`src/matrix_norm_engine_top_macros.svh`:
```
// ---------------------------------------------------------------------------
// matrix norm engine assertion macros
// shared assertion wrappers, clocked on clk_i and disabled in reset
// ---------------------------------------------------------------------------
`ifndef MATRIX_NORM_ENGINE_TOP_MACROS_SVH
`define MATRIX_NORM_ENGINE_TOP_MACROS_SVH

`ifndef ASSERT_OFF
`define MNE_ASSERT(name, prop) \
  name: assert property (@(posedge clk_i) disable iff (!rst_ni) prop) \
    else $error("mne check failed");
`define MNE_ASSERT_IMP(name, ante, cons) \
  `MNE_ASSERT(name, (ante) |-> (cons))
`else
`define MNE_ASSERT(name, prop)
`define MNE_ASSERT_IMP(name, ante, cons)
`endif

`endif

```
`src/mne_pkg.sv`:
```
// ---------------------------------------------------------------------------
// mne_pkg
// shared widths, codes and types of the matrix norm engine
// ---------------------------------------------------------------------------
package mne_pkg;

  localparam int MaxColsDef = 64;

  localparam int ElemW    = 32;
  localparam int MagW     = 32;
  localparam int SumW     = 48;
  localparam int SqW      = 64;
  localparam int RootW    = 32;
  localparam int RowW     = 16;
  localparam int ColCfgW  = 7;
  localparam int CfgIdxW  = 2;
  localparam int CfgDataW = 16;

  localparam int QueueDepth = 4;
  localparam int QPtrW      = $clog2(QueueDepth);
  localparam int QCntW      = $clog2(QueueDepth + 1);

  typedef enum logic [CfgIdxW-1:0] {
    CFG_ROWS = 2'd0,
    CFG_COLS = 2'd1
  } cfg_reg_e;

  typedef enum logic [2:0] {
    BK_CLEAR,
    BK_RUN,
    BK_LAST,
    BK_WALK,
    BK_FINISH
  } back_state_e;

  typedef struct packed {
    logic row_end;
    logic last;
  } q_flags_t;

endpackage

```
`src/mne_front.sv`:
```
// ---------------------------------------------------------------------------
// mne_front
// takes words, forms magnitude and position flags, queues them for the back
// ---------------------------------------------------------------------------
module mne_front #(
  parameter int MaxCols = mne_pkg::MaxColsDef,
  localparam int ColW    = (MaxCols > 1) ? $clog2(MaxCols) : 1,
  localparam int ColCntW = $clog2(MaxCols + 1)
) (
  input  logic                            clk_i,
  input  logic                            rst_ni,
  input  logic                            clr_i,
  input  logic                            hold_i,
  input  logic [ColCntW-1:0]              cols_i,
  input  logic [mne_pkg::RowW-1:0]        rows_i,
  input  logic                            push_i,
  output logic                            full_o,
  input  logic signed [mne_pkg::ElemW-1:0] element_i,
  input  logic                            q_pop_i,
  output logic                            q_empty_o,
  output logic [mne_pkg::MagW-1:0]        q_mag_o,
  output logic [ColW-1:0]                 q_col_o,
  output mne_pkg::q_flags_t               q_flags_o
);

  logic [ColW-1:0]             col_q, col_d;
  logic [mne_pkg::RowW-1:0]    row_q, row_d;
  logic [mne_pkg::QPtrW-1:0]   wr_ptr_q, rd_ptr_q;
  logic [mne_pkg::QCntW-1:0]   cnt_q;

  logic [mne_pkg::MagW-1:0]    mag_mem_q   [mne_pkg::QueueDepth];
  logic [ColW-1:0]             col_mem_q   [mne_pkg::QueueDepth];
  mne_pkg::q_flags_t           flags_mem_q [mne_pkg::QueueDepth];

  logic                        accept;
  logic [mne_pkg::ElemW-1:0]   raw;
  logic [mne_pkg::MagW-1:0]    mag;
  logic [ColCntW-1:0]          col_p1;
  logic [mne_pkg::RowW:0]      row_p1;
  mne_pkg::q_flags_t           flags;
  logic                        do_pop;

  // no word is taken while a config write resets the position
  assign full_o    = (cnt_q == mne_pkg::QCntW'(mne_pkg::QueueDepth)) || hold_i || clr_i;
  assign accept    = push_i && !full_o;
  assign q_empty_o = (cnt_q == '0);
  assign do_pop    = q_pop_i && !q_empty_o;

  // magnitude, -2^31 maps to 2^31
  assign raw = element_i;
  assign mag = raw[mne_pkg::ElemW-1] ? (~raw + mne_pkg::MagW'(1)) : raw;

  assign col_p1        = ColCntW'(col_q) + ColCntW'(1);
  assign row_p1        = {1'b0, row_q} + (mne_pkg::RowW + 1)'(1);
  assign flags.row_end = (col_p1 >= cols_i);
  assign flags.last    = flags.row_end && (row_p1 >= {1'b0, rows_i});

  always_comb begin
    col_d = col_q;
    row_d = row_q;
    if (accept) begin
      if (flags.row_end) begin
        col_d = '0;
        row_d = flags.last ? '0 : row_p1[mne_pkg::RowW-1:0];
      end else begin
        col_d = col_p1[ColW-1:0];
      end
    end
  end

  always_ff @(posedge clk_i or negedge rst_ni) begin
    if (!rst_ni) begin
      col_q    <= '0;
      row_q    <= '0;
      wr_ptr_q <= '0;
      rd_ptr_q <= '0;
      cnt_q    <= '0;
    end else if (clr_i) begin
      col_q    <= '0;
      row_q    <= '0;
      wr_ptr_q <= '0;
      rd_ptr_q <= '0;
      cnt_q    <= '0;
    end else begin
      col_q <= col_d;
      row_q <= row_d;
      if (accept) begin
        wr_ptr_q <= wr_ptr_q + mne_pkg::QPtrW'(1);
      end
      if (do_pop) begin
        rd_ptr_q <= rd_ptr_q + mne_pkg::QPtrW'(1);
      end
      if (accept && !do_pop) begin
        cnt_q <= cnt_q + mne_pkg::QCntW'(1);
      end else if (!accept && do_pop) begin
        cnt_q <= cnt_q - mne_pkg::QCntW'(1);
      end
    end
  end

  always_ff @(posedge clk_i) begin
    if (accept) begin
      mag_mem_q[wr_ptr_q]   <= mag;
      col_mem_q[wr_ptr_q]   <= col_q;
      flags_mem_q[wr_ptr_q] <= flags;
    end
  end

  assign q_mag_o   = mag_mem_q[rd_ptr_q];
  assign q_col_o   = col_mem_q[rd_ptr_q];
  assign q_flags_o = flags_mem_q[rd_ptr_q];

endmodule

```
`config.mk`:
```
export PLATFORM = sky130hd
export DESIGN_NAME = mne_front
export DESIGN_NICKNAME = d
export VERILOG_FILES = /design/src/matrix_norm_engine_top_macros.svh /design/src/mne_pkg.sv /design/src/mne_front.sv
export SDC_FILE = /design/constraint.sdc
export NUM_CORES = 1
export LEC_CHECK = 0
export ABC_AREA = 1
export BUFFER_PORTS_ARGS = -buffer_cell sky130_fd_sc_hd__buf_2
export CAP_MARGIN = 25
export CELL_PAD_IN_SITES_DETAIL_PLACEMENT = 1
export CELL_PAD_IN_SITES_GLOBAL_PLACEMENT = 2
export CORE_MARGIN = 4
export CORE_UTILIZATION = 35
export CTS_BUF_LIST = sky130_fd_sc_hd__clkbuf_2 sky130_fd_sc_hd__clkbuf_4 sky130_fd_sc_hd__clkbuf_8
export DETAILED_ROUTE_END_ITERATION = 8
export PLACE_DENSITY_LB_ADDON = 0.1
export SLEW_MARGIN = 20
export SYNTH_ARGS = -nofsm -noshare
export SYNTH_HDL_FRONTEND = slang
export SYNTH_SLANG_ARGS = --single-unit
```
`constraint.sdc`:
```
create_clock -name clk_i -period 2.87 [get_ports clk_i]
set_clock_uncertainty 0.15 [all_clocks]
set_input_delay 0.4305 -clock clk_i [delete_from_list [all_inputs] [get_ports clk_i]]
set_output_delay 0.4305 -clock clk_i [all_outputs]
set_load 0.03 [all_outputs]
```
==> flow_metrics.env <==
export IMPL_post_route_min_period_ns=2.75
export IMPL_cts_buffers=17
export IMPL_drt_total_wl_um=24400
export IMPL_ir_drop_uv=336
export IMPL_synth_area_per_cell_um2=10.1
export IMPL_place_ws_ns=-0.0623
export IMPL_busiest_layer="met2"
export IMPL_use_met1_pct=21.6
export IMPL_clk_pin_slew_ns=0.10
export IMPL_viasPerCell=4.91
export IMPL_grt_max_degree=82
export IMPL_vias=6894
export IMPL_firstDrtPassIters=4
export IMPL_ys_top_cells_by_area="edfxtp_1, dfrtp_1, nor2_1"
export IMPL_r2r_start="row_q[0]$_DFFE_PN0P_"
export IMPL_dpl_hpwl_um=17200
export IMPL_worst_setup_path_end_kind="flip-flop"
export IMPL_dieWidth_um=172
export IMPL_synth_cells=926
export IMPL_synth_common_cells="edfxtp_1, nor2_1, nand2_1"
export IMPL_max_slew_margin_rel_pct=52.0
export IMPL_gp_congestion=0.792
export IMPL_diodes=0
export IMPL_synth_edf_count=160
export IMPL_ys_types=47
export IMPL_grt_overflow=0
export IMPL_clock_root_buffer="clkbuf_8"
export IMPL_core_mm2=0.0262
export IMPL_grt_setup_unrepaired="true"
export IMPL_r2r_end="flags_mem_q[2][0]$_DFFE_PP_"
export IMPL_grt_use_met2_pct=30.2
export IMPL_hold_path_class="input port to flip-flop"
export IMPL_ys_async_sr_fraction_pct=15.3
export IMPL_synth_most_common_cell="edfxtp_1"
export IMPL_final_setup_worst_slack_ns=0.123
export IMPL_dieArea_mm2=0.0295
export IMPL_grt_pass1_vias=7367
export IMPL_min_to="mag_mem_q[3][0]$_DFFE_PP_"
export IMPL_syn_to_final_growth_pct=20.4
export IMPL_drt_iter0_markers=382
export IMPL_track_usage_pct=16.9
export IMPL_worstHoldPathCells=1
export IMPL_drc=0
export IMPL_cp_arrival_ns=2.82
export IMPL_rrSetupSlack_ns=0.12
export IMPL_syn_nets=1018
export IMPL_power_mw=6.69
export IMPL_seq_area_frac_synth_pct=58.9
export IMPL_setup_viol_count_final=0
export IMPL_synth_top_area_share_pct=51.1
export IMPL_nNetsFinal=1148
export IMPL_cts_sinks=189
export IMPL_num_rows=59
export IMPL_antenna_left=0
export IMPL_initial_utilization_pct=35.9
export IMPL_p_leak_nw=4.66
export IMPL_worstRegToRegCells=19
export IMPL_ys_ff_latch=189
export IMPL_worst_pin_slew_ns=0.719
export IMPL_required_ns=2.95
export IMPL_drv_slew=0
export IMPL_ys_flop_type="edfxtp_1"
export IMPL_wl_per_cell_um=17.4
export IMPL_cp_max_fo=4
export IMPL_insertion_delay_ns=0.47
export IMPL_drive_above_1_share_pct=25.4
export IMPL_clock_path_buffers=2
export IMPL_fmax_mhz=364
export IMPL_io_pins=103
export IMPL_hp_start="element_i[0]"
export IMPL_cp_start_kind="flip-flop"
export IMPL_nFillCells=2957
export IMPL_powerDensity_mw_per_mm2=592
export IMPL_htreeDepth=4
export IMPL_maxCapViolCount=0
export IMPL_outcome="complete, no violations"
export IMPL_antenna_found_initial=0
export IMPL_die_h_um=172
export IMPL_timing_final_crit_share_pct=95.7
export IMPL_numPortBuffers=102
export IMPL_cts_tree="done"
export IMPL_grt_util_met3_pct=2.55
export IMPL_syn_area_mm2=0.00940
export IMPL_hold_violations=0
export IMPL_path_class="flip-flop to flip-flop"
export IMPL_synth_warnings=0
export IMPL_synth_area_leader_cell="edfxtp_1"
export IMPL_grt_pass1_wl_um=38800
## cells in the final DEF, fill, tap and decap left out, types with 8 or more instances in the layout
cell type / n
xor2_1: 28
o22ai_1: 44
nor2_4: 8
o21ai_1: 9
ha_1: 24
nand2_2: 12
o21ai_0: 91
nand3_1: 23
a21oi_1: 9
nand2_1: 115
nand4_1: 9
inv_2: 11
edfxtp_1: 160
dfrtp_1: 24
inv_1: 92
nor2_1: 143
clkbuf_8: 18
buf_12: 11
buf_4: 27
buf_2: 102
nand3_2: 18
## worst max-delay path, stage by stage (launching register included)
cell and delay (ns):
dfrtp_1 0.37, ha_2 0.19, nand2_2 0.06, nor2_4 0.16, and3_4 0.24, nand2_2 0.06
xor2_2 0.16, inv_2 0.06, ha_4 0.21, nand2_1 0.07, inv_2 0.05, nand3_4 0.06
nor2_2 0.03, nand2_1 0.04, nand2_1 0.05, nor2_2 0.11, nand3_2 0.10, nand2_4 0.16
buf_6 0.12, inv_4 0.03
## sequential cells by signal (all words and copies together), names as in the netlist
signal	count
row_q	16
rd_ptr_q	2
col_q	6
wr_ptr_q	2
col_mem_q	24
cnt_q	3
mag_mem_q	128
flags_mem_q	8
## worst max path at each step
stage / from / cells past startpoint / to / slack, ns
after floorplan: clr_i / 4 / col_mem_q[0][0]$_DFFE_PP_ / -0.26
final: row_q[0]$_DFFE_PN0P_ / 19 / flags_mem_q[2][0]$_DFFE_PP_ / 0.12
after global placement: row_q[0]$_DFFE_PN0P_ / 19 / row_q[15]$_DFFE_PN0P_ / -0.02
after CTS: row_q[0]$_DFFE_PN0P_ / 17 / flags_mem_q[2][0]$_DFFE_PP_ / 0.008
after detailed placement: row_q[1]$_DFFE_PN0P_ / 20 / row_q[2]$_DFFE_PN0P_ / -0.06
after global routing: row_q[0]$_DFFE_PN0P_ / 19 / row_q[0]$_DFFE_PN0P_ / -0.08
## through the flow
step                      utilization, %  setup TNS, ns  instances  area, um2  hold slack, ns
after floorplan                        -         -41.02        926       9400         -0.0151
after detailed placement            40.2         -0.515       1358      10500           0.354
after global routing                43.2          -1.04       1404      11300          0.0350
after global placement              40.2        -0.0642       1358      10500           0.351
final                               43.2              0       1404      11300          0.0591
after CTS                           42.2              0       1397      11100          0.0310
## what timing repair did
item | CTS | global route
resized for setup | 15 | 46
setup endpoints to repair | 18 | 20
endpoints found under the hold margin | 29 | 0
pin swaps | 8 | 12
hold buffers | 1 | 0
cloned | 1 | 0
setup buffers | 5 | 7
## power by group
group | switching, mW | total (mW) | leakage, nW | internal [mW]
logic | 1.32 | 1.86 | 2.62 | 0.542
clock network | 1.02 | 1.69 | 0.190 | 0.671
registers | 0.0495 | 3.14 | 1.85 | 3.09
## routing by layer
layer  share of wire, %  wire length [um]  up-vias
li1                   -                 -     3412
met1                 45             11000     3364
met2                 51             12400       97
met3                2.9               718       21
met4                1.1               268        0
met5                  0                 0        -
## cell families after synthesis
logic type / after synthesis / share of synthesized area (%)
AO/OA/AOI/OAI: 164 / 9.60
XOR/XNOR: 40 / 3.73
adder cells (fa/ha/maj): 31 / 4.21
buffers and inverters: 141 / 6.29
flip-flops: 189 / 58.9
AND/OR/NAND/NOR: 361 / 17.3
## final cells by class
type                       count  area, um2  area share [%]
clock buffer                  19        255            2.26
clock inverter                13        124            1.10
inverter                     108        418            3.70
multi-input combinational    596       3560            31.5
sequential                   189       5540            49.0
tap                          335        419            3.71
timing repair buffer         144        993            8.78
Power figures use the tool's default switching activity.
